===== src/sv/krr_pkg.sv =====
// ----------------------------------------------------------------------------
// krr_pkg
// Shared types and constants of the keyboard rollover report block: the item
// structs of both channels, the command codes and the controller commands.
// ----------------------------------------------------------------------------
package krr_pkg;

  // Number of non-modifier keys that can be held at once.
  localparam int KEY_SLOTS = 6;
  // Number of key slots shown in a report.
  localparam int OUT_SLOTS = 6;
  // Width of the held key counter, wide enough to hold KEY_SLOTS itself.
  localparam int CNT_W     = $clog2(KEY_SLOTS + 1);

  // Command codes of an input item.
  localparam logic [1:0] CMD_DOWN  = 2'd0;
  localparam logic [1:0] CMD_UP    = 2'd1;
  localparam logic [1:0] CMD_CLEAR = 2'd2;

  typedef struct packed {
    logic [1:0] cmd;
    logic [7:0] modifier_mask;
    logic [7:0] key_usage;
  } key_item_t;

  typedef struct packed {
    logic [7:0] modifier_bits;
    logic [7:0] slot_a;
    logic [7:0] slot_b;
    logic [7:0] slot_c;
    logic [7:0] slot_d;
    logic [7:0] slot_e;
    logic [7:0] slot_f;
    logic [2:0] held_count;
  } report_t;

  // Operation that the controller asks of the datapath.
  typedef enum logic [2:0] {
    OP_NONE,
    OP_SET_MOD,
    OP_CLR_MOD,
    OP_PRESS,
    OP_LIFT,
    OP_CLEAR
  } op_t;

  typedef struct packed {
    logic load;
    op_t  op;
  } ctl_t;

endpackage


===== src/sv/keyboard_rollover_report.sv =====
// ----------------------------------------------------------------------------
// keyboard_rollover_report
// Six-key-rollover keyboard report holder: takes key down, key up and
// release-all items and returns the updated boot keyboard report for each.
// ----------------------------------------------------------------------------
//
//   Channel  | Direction | Handshake              | Item
//   ---------+-----------+------------------------+---------------------------
//   key      | in        | key_valid / key_stall  | cmd, modifier_mask, usage
//   report   | out       | report_valid / stall   | modifier byte, six slots,
//            |           |                        | held count
//
// Every item produces exactly one report. The report of an item is presented
// on the cycle after the item is accepted; while no report is stalled, one item
// can be accepted in every cycle: the slot compare, the removal shift and the
// append are combinational between the key channel and the state registers.
// Reset (rst, synchronous, active high) clears the modifier byte, all slots
// and the held count, and drops any report that was waiting.
// While a report waits under report_stall, key_stall is raised and no item
// is taken; an item is taken in the very cycle the waiting report leaves.
//
// The controller (krr_ctrl) owns the handshake and decodes each item into an
// operation; the datapath (krr_datapath) holds the report state and applies
// that operation. The report shown is the datapath state itself, which only
// changes when an item is accepted.
// ----------------------------------------------------------------------------
module keyboard_rollover_report (
  input  logic               clk,
  input  logic               rst,
  input  logic               key_valid,
  output logic               key_stall,
  input  krr_pkg::key_item_t key_item,
  output logic               report_valid,
  input  logic               report_stall,
  output krr_pkg::report_t   report
);

  krr_pkg::ctl_t ctl;

  krr_ctrl u_ctrl (
    .clk           (clk),
    .rst           (rst),
    .key_valid     (key_valid),
    .cmd           (key_item.cmd),
    .modifier_mask (key_item.modifier_mask),
    .report_stall  (report_stall),
    .key_stall     (key_stall),
    .report_valid  (report_valid),
    .ctl           (ctl)
  );

  krr_datapath u_datapath (
    .clk           (clk),
    .rst           (rst),
    .ctl           (ctl),
    .modifier_mask (key_item.modifier_mask),
    .key_usage     (key_item.key_usage),
    .report        (report)
  );

endmodule


===== src/sv/krr_ctrl.sv =====
// ----------------------------------------------------------------------------
// krr_ctrl
// Handshake controller: decides when an item is taken, decodes it into a
// datapath operation and tracks whether a report waits on the output.
// ----------------------------------------------------------------------------
module krr_ctrl (
  input  logic              clk,
  input  logic              rst,
  input  logic              key_valid,
  input  logic [1:0]        cmd,
  input  logic [7:0]        modifier_mask,
  input  logic              report_stall,
  output logic              key_stall,
  output logic              report_valid,
  output krr_pkg::ctl_t     ctl
);

  typedef enum logic {
    ST_EMPTY,
    ST_FULL
  } state_t;

  state_t state;
  logic   accept;
  logic   is_mod;

  // A new item may enter whenever the held report leaves in the same cycle.
  assign key_stall    = (state == ST_FULL) && report_stall;
  assign accept       = key_valid && !key_stall;
  assign report_valid = (state == ST_FULL);
  assign is_mod       = (modifier_mask != 8'd0);

  always_comb begin
    ctl.load = accept;
    case (cmd)
      krr_pkg::CMD_DOWN:  ctl.op = is_mod ? krr_pkg::OP_SET_MOD : krr_pkg::OP_PRESS;
      krr_pkg::CMD_UP:    ctl.op = is_mod ? krr_pkg::OP_CLR_MOD : krr_pkg::OP_LIFT;
      krr_pkg::CMD_CLEAR: ctl.op = krr_pkg::OP_CLEAR;
      default:            ctl.op = krr_pkg::OP_NONE;
    endcase
  end

  always_ff @(posedge clk) begin
    if (rst) begin
      state <= ST_EMPTY;
    end else begin
      case (state)
        ST_EMPTY: begin
          if (accept) begin
            state <= ST_FULL;
          end
        end
        ST_FULL: begin
          if (!accept && !report_stall) begin
            state <= ST_EMPTY;
          end
        end
        default: state <= ST_EMPTY;
      endcase
    end
  end

endmodule


===== src/sv/krr_datapath.sv =====
// ----------------------------------------------------------------------------
// krr_datapath
// Report state: modifier byte, ordered key slots and held count, updated in
// one step per operation, and the report formed from that state.
// ----------------------------------------------------------------------------
module krr_datapath (
  input  logic              clk,
  input  logic              rst,
  input  krr_pkg::ctl_t     ctl,
  input  logic [7:0]        modifier_mask,
  input  logic [7:0]        key_usage,
  output krr_pkg::report_t  report
);

  logic [7:0]                mods;
  logic [7:0]                mods_next;
  logic [7:0]                slots      [krr_pkg::KEY_SLOTS];
  logic [7:0]                slots_next [krr_pkg::KEY_SLOTS];
  logic [7:0]                slots_up   [krr_pkg::KEY_SLOTS];
  logic [7:0]                shown      [krr_pkg::OUT_SLOTS];
  logic [krr_pkg::CNT_W-1:0] count;
  logic [krr_pkg::CNT_W-1:0] count_next;
  logic [krr_pkg::KEY_SLOTS-1:0] hit;
  logic [krr_pkg::KEY_SLOTS-1:0] from_hit;
  logic                      any_hit;
  logic                      has_room;

  // Slots at or past the held count always read zero, so a removal only has
  // to pull every slot from the first match onward down by one place.
  always_comb begin
    for (int i = 0; i < krr_pkg::KEY_SLOTS; i++) begin
      hit[i] = (krr_pkg::CNT_W'(i) < count) && (slots[i] == key_usage);
      if (i == krr_pkg::KEY_SLOTS - 1) begin
        slots_up[i] = 8'd0;
      end else begin
        slots_up[i] = slots[(i + 1) % krr_pkg::KEY_SLOTS];
      end
    end
    from_hit[0] = hit[0];
    for (int i = 1; i < krr_pkg::KEY_SLOTS; i++) begin
      from_hit[i] = from_hit[i-1] | hit[i];
    end
  end

  assign any_hit  = |hit;
  assign has_room = (count < krr_pkg::CNT_W'(krr_pkg::KEY_SLOTS));

  always_comb begin
    mods_next  = mods;
    count_next = count;
    for (int i = 0; i < krr_pkg::KEY_SLOTS; i++) begin
      slots_next[i] = slots[i];
    end
    case (ctl.op)
      krr_pkg::OP_SET_MOD: mods_next = mods | modifier_mask;
      krr_pkg::OP_CLR_MOD: mods_next = mods & ~modifier_mask;
      krr_pkg::OP_PRESS: begin
        if ((key_usage != 8'd0) && !any_hit && has_room) begin
          for (int i = 0; i < krr_pkg::KEY_SLOTS; i++) begin
            if (krr_pkg::CNT_W'(i) == count) begin
              slots_next[i] = key_usage;
            end
          end
          count_next = count + krr_pkg::CNT_W'(1);
        end
      end
      krr_pkg::OP_LIFT: begin
        if (any_hit) begin
          for (int i = 0; i < krr_pkg::KEY_SLOTS; i++) begin
            if (from_hit[i]) begin
              slots_next[i] = slots_up[i];
            end
          end
          count_next = count - krr_pkg::CNT_W'(1);
        end
      end
      krr_pkg::OP_CLEAR: begin
        mods_next  = 8'd0;
        count_next = '0;
        for (int i = 0; i < krr_pkg::KEY_SLOTS; i++) begin
          slots_next[i] = 8'd0;
        end
      end
      default: ;
    endcase
  end

  always_ff @(posedge clk) begin
    if (rst) begin
      mods  <= 8'd0;
      count <= '0;
      for (int i = 0; i < krr_pkg::KEY_SLOTS; i++) begin
        slots[i] <= 8'd0;
      end
    end else if (ctl.load) begin
      mods  <= mods_next;
      count <= count_next;
      for (int i = 0; i < krr_pkg::KEY_SLOTS; i++) begin
        slots[i] <= slots_next[i];
      end
    end
  end

  // The state moves only when an item is taken, which happens only while no
  // report is held back, so the state itself is the report.
  always_comb begin
    for (int k = 0; k < krr_pkg::OUT_SLOTS; k++) begin
      if (k < krr_pkg::KEY_SLOTS) begin
        shown[k] = slots[k % krr_pkg::KEY_SLOTS];
      end else begin
        shown[k] = 8'd0;
      end
    end
    report.modifier_bits = mods;
    report.slot_a        = shown[0];
    report.slot_b        = shown[1];
    report.slot_c        = shown[2];
    report.slot_d        = shown[3];
    report.slot_e        = shown[4];
    report.slot_f        = shown[5];
    report.held_count    = (32'(count) > 32'd7) ? 3'd7 : 3'(count);
  end

endmodule


===== config.mk =====
export PLATFORM = sky130hd
export DESIGN_NAME = keyboard_rollover_report
export DESIGN_NICKNAME = d
export VERILOG_FILES = /design/src/sv/krr_pkg.sv /design/src/sv/keyboard_rollover_report.sv /design/src/sv/krr_ctrl.sv /design/src/sv/krr_datapath.sv
export SDC_FILE = /design/constraint.sdc
export NUM_CORES = 1
export LEC_CHECK = 0
export BUFFER_PORTS_ARGS = -buffer_cell sky130_fd_sc_hd__buf_2
export CORE_AREA = 2 2 97 80
export CTS_BUF_LIST = sky130_fd_sc_hd__clkbuf_16
export DETAILED_ROUTE_END_ITERATION = 12
export DIE_AREA = 0 0 99 82
export PLACE_DENSITY = 0.85
export SLEW_MARGIN = 20
export SYNTH_ARGS = -nofsm -noshare
export SYNTH_HDL_FRONTEND = slang
export SYNTH_HIERARCHICAL = 1
export SYNTH_SLANG_ARGS = --single-unit

===== constraint.sdc =====
create_clock -name clk -period 3.53 [get_ports clk]
set_input_delay 0.353 -clock clk [delete_from_list [all_inputs] [get_ports clk]]
set_output_delay 0.353 -clock clk [all_outputs]
set_load 0.01 [all_outputs]

# Word-level counts from Yosys, hierarchy flattened
# Memories as Yosys holds them, arrays and structs flattened.
# Index checks and enable logic that the tools add are counted.
totals:
  register_bits: 12
  latchBits: 0
  ramBits: 48
  rom_bits: 0
  in_bits: 22
  out_inout_bits: 61
  elab_cells: 107
  memories: 1
memory_table:
  columns: ["name", "depth", "word_bits", "rd", "rd_clocked_by_memory_dff", "write_ports", "line", "source"]
  rows:
  - ["u_datapath.slots", 6, 8, 6, 0, 6, "krr_datapath.sv:17", "logic [7:0] slots [krr_pkg::KEY_SLOTS];"]
op_classes:
  add_sub_neg: 2
  multipliers: 0
  div_mod_pow: 0
  magnitude_cmp: 7
  n_eq_ne: 20
  shift: 0
  mux: 35
  bitwise: 15
  reduce_logical: 24
ops:
  columns: ["operator", "n"]
  rows:
  - ["$mux W8", 18]
  - ["$pmux W48 S3", 1]
  - ["$mux W48", 2]
  - ["$eq A8 B8 Y1", 6]
  - ["$pmux W8 S3", 1]
  - ["$pmux W3 S3", 2]
  - ["$reduce_bool A8 Y1", 2]
  - ["$logic_and A1 B1 Y1", 11]
  - ["$or A1 B1 Y1", 11]
  - ["$mux W3", 3]
  - ["$and A8 B8 Y8", 1]
  - ["$not A8 Y8", 1]
  - ["$or A8 B8 Y8", 1]
  - ["$eq A2 B3 Y1 const A", 2]
  - ["$eq A3 B2 Y1 const B", 2]
  - ["$eq A3 B3 Y1 const A", 2]
  - ["$eq A3 B3 Y1 const B", 2]
  - ["$lt A1 B3 Y1 const A", 2]
  - ["$lt A2 B3 Y1 const A", 2]
  - ["$lt A3 B3 Y1 const A", 2]
  - ["$mux W1", 6]
  - ["$reduce_bool A3 Y1", 2]
  - ["$reduce_or A6 Y1", 1]
  - ["$logic_not A1 Y1", 4]
  - ["15 further kinds", 16]

# Depth between registers and ports, before layout
# An unclocked memory read counts as a cell.
logic_depth:
  ltp_word: 12
  mapped_depth: 10
  ltp_nobuf: 10

# By module
# Netlist, hierarchy kept.
by_module_without_submodules:
  columns: ["module", "instances", "cells_each", "area_each_um2", "seq_area_each_um2"]
  rows:
  - ["krr_datapath", 1, 302, 3375.7, 1661.6]
  - ["krr_ctrl", 1, 15, 128.9, 20.0]

# Least setup slack after synthesis
# No wires, ideal clock.
synth_path:
  path_type: "input port to flip-flop"
  from: "input port key_item[11] (netlist bit)"
  to: "memory u_datapath.slots[4][0] (enable)"
  setup_time_ns: 0.390
  arrival_ns: 2.557
  required_ns: 3.140
  setup_slack_ns: 0.583
  path_stages: 9
  path_buffers: 0
  cell_sequence: "nor4_4 a31o_1 nand2_1 nor2_1 nand3_1 or3_4 nor2_4 o21ai_4 a222oi_1"
synth_lines:
  columns: ["item", "line", "source"]
  rows:
  - ["start: declaration", "keyboard_rollover_report.sv:32", "input krr_pkg::key_item_t key_item,"]
  - ["end: declaration", "krr_datapath.sv:17", null]

==> out/qor.yml <==
status:
  status: "finished clean"
pwr:
  finalPower_mw: 2.17
  p_switching_uw: 542
  pwr-share-clk_pct: 47.2
  ir_drop_mv: 0.289
  p_int_mw: 1.63
  p_sw_share_pct: 24.9
  power_frac_seq_pct: 39.8
  combPwrFrac_pct: 13.0
  p_leak_nw: 2.00
  cellPowerDensity_nw_per_um2: 508
cells_and_area:
  finalNetCount: 420
  multi_input_area_um2: 1640
  layout.cells.non_filler: 488
  fillers: 583
  syn2layout_area_growth_pct: 22.0
  seq_area_um2: 1680
  antennaDiodeCount: 0
  drive_above_1_share_pct: 31.7
synth:
  synthSimpleGateAreaFrac_pct: 16.5
  ys_top_cells_by_area: "edfxtp_1, xnor2_1, a21o_1"
  synth_top_family_by_area: "simple AND/OR/NAND/NOR gates"
  synth_mux_area_share_pct: 0.571
  ys_seq_area_share_pct: 48.0
  synth_ff_type: "edfxtp_1"
  synth_edf_count: 48
  yosys.area.top_type: "edfxtp_1"
  synth_xor_xnor_area_share_pct: 12.2
  synthArstFlopShare_pct: 0
  synth_fa_ha_area_share_pct: 1.79
  syn_nets: 344
  yosys.area.top_type_share_pct: 41.1
  yosys_register_bits: 60
  yosys_warnings: 6
  synth_compound_area_share_pct: 15.5
  synth_area_um2: 3500
  synth_common_cells: "edfxtp_1, a21o_1, xnor2_1"
  ys_types: 55
  synth_cells: 317
  synth_most_common_cell: "edfxtp_1"
  syn-mean-instance-area_um2: 11.1
setup_path:
  path_class: "register to register"
  r2r_cells: 10
  end_kind: "register"
  rr_endpoint: "u_datapath/slots[5][1]"
  required_ps: 3560
  crit_path_end: "u_datapath/slots[5][1]"
  rr_startpoint: "u_datapath/count[1]"
  crit_path_start_kind: "register"
  cp.arrival_ps: 2880
  ff2ff_setup_slack_ps: 690
  cp_max_fo: 9
  crit_start: "u_datapath/count[1]"
clock_network:
  cts_sinks: 60
  h-tree-depth: 3
  cts.repair.resized: 0
  clock_path_buffers: 2
  post_cts.repair.setup_buffers: 0
  clock_latency_ps: 330
  cts_hold_buf: 0
  cts_tree: "built"
  clkSlewWorstSetupHoldPaths_ps: 60
  root_buffer: "clkbuf_16"
  cts_buffers: 9
routing:
  drt-initial-drc-count: 335
  num_vias: 2833
  routed_wl_um: 9110
  ant_nets: 0
  firstDrtPassIters: 5
  drc: 0
  drt-vias-per-instance: 5.81
  post_drt_wl_per_cell_um: 18.7
place:
  dp_cells: 472
  port_buffers: 82
  pre_cts_ws_ps: 587
  dp_hpwl_um: 6550
  gp_congestion: 0.898
timing:
  period_share_pct: 80.5
  clock_skew_ps: 6.52
  finalSetupViolations: 0
  finalHoldViolCount: 0
  whs_ps: 280
  drv_slew: 0
  relSlewSlack_pct: 54.8
  timing_worst_slew_pin_value_ps: 673
  setup_tns_ps: 0
  rsz0062_at_grt: "false"
  max_freq_mhz: 352
  fin_crit_ps: 2840
  setup_ws_ps: 688
floorplanning:
  die-area_um2: 8120
  core-area_um2: 7180
  ioPinCount: 83
  row_count: 28
  start_util_pct: 48.8
  die_x_um: 99
  die_height_um: 82
global_routing:
  globalRoute.totalOverflow: 0
  grt_pass1_wl_um: 14300
  grt_max_degree: 41
  grt_use_total_pct: 22.9
  grt_pass1_vias: 2761
  antenna_found_initial: 0
hold_path:
  hold_class: "input pin to register"
  hold_depth: 3
flow_run:
  drv_cap: 0
-- how the worst min path moves through the flow --
stage	start	end
4_1_cts	key_valid	u_ctrl/report_valid
2_1_floorplan	rst	u_ctrl/report_valid
5_1_grt	key_valid	u_ctrl/report_valid
3_3_place_gp	u_datapath/mods[5]	u_datapath/mods[5]
3_5_place_dp	u_datapath/mods[2]	u_datapath/mods[2]
6_report	key_valid	u_ctrl/report_valid
-- critical path, stage by stage (launching register included) --
cell and delay [ps]:
dfxtp_1 510, inv_1 170, ha_1 210, nand2b_1 130
nand2_1 110, nor3_4 270, nor3_1 100, a21oi_2 230
o21ai_4 130, a222oi_1 430, buf_4 250
-- stage by stage --
step           utilization (%)  instance area [um2]
6_report                  59.5                 4280
5_1_grt                   59.5                 4280
4_1_cts                   59.5                 4280
3_5_place_dp              54.7                 3930
3_3_place_gp              54.7                 3930
2_1_floorplan                -                 3500
-- logic make-up (layout without fill, tap and decap cells) --
family                     after synthesis  in the layout
buffers and inverters                   32            113
muxes                                    2              2
DFF                                     60             60
adders and majority gates                5              5
AOI/OAI and AO/OA                       77             77
xor gates and xnor gates                48             48
and+or+nand+nor                         93             93
-- power by group through the flow --
stage	Clock [mW]	Sequential (mW)	Combinational [mW]
after floorplan	0	0.893	0.161
after global placement	0	0.877	0.269
after detailed placement	0	0.879	0.277
after CTS	1.03	0.865	0.281
after global routing	1.06	0.871	0.306
final	1.03	0.866	0.282
-- state kept, by name (all words and copies together) (netlist names) --
name,flops
u_datapath/slots,48
u_datapath/mods,8
u_datapath/count,3
u_ctrl/report_valid,1
-- area by class of cell --
cell class              count  area share, %
clock buffers               9           5.27
clock inverters             7           2.87
inverters                   7          0.615
multi-input cells         225           38.3
flip-flops and latches     60           39.3
well taps                  90           2.63
repair buffers             90           11.0
-- layer usage --
layer  global-route usage (%)  share of wire (%)  up-vias
met5                        0                  0        -
met4                     7.81                1.4        0
li1                         -                  -     1297
met3                     4.51                 10       17
met2                     36.5                 46      179
met1                     31.7                 43     1340
-- cell usage in the layout, fill, tap and decap left out, types with 3 or more instances in the layout --
cell type   n
buf_2      82
edfxtp_1   48
a21o_1     40
xnor2_1    37
nand2_1    18
nor2_1     17
o21ai_0    13
dfxtp_1    12
xor2_1     10
clkbuf_16   9
a21oi_1     9
buf_4       8
and2_1      7
nor4_1      7
inv_1       6
nand4_1     5
nand3_1     5
ha_1        5
nor3_1      4
bufinv_16   3
nand2b_1    3
or3_1       3
a221oi_1    3
Power figures use the tool's default switching activity.
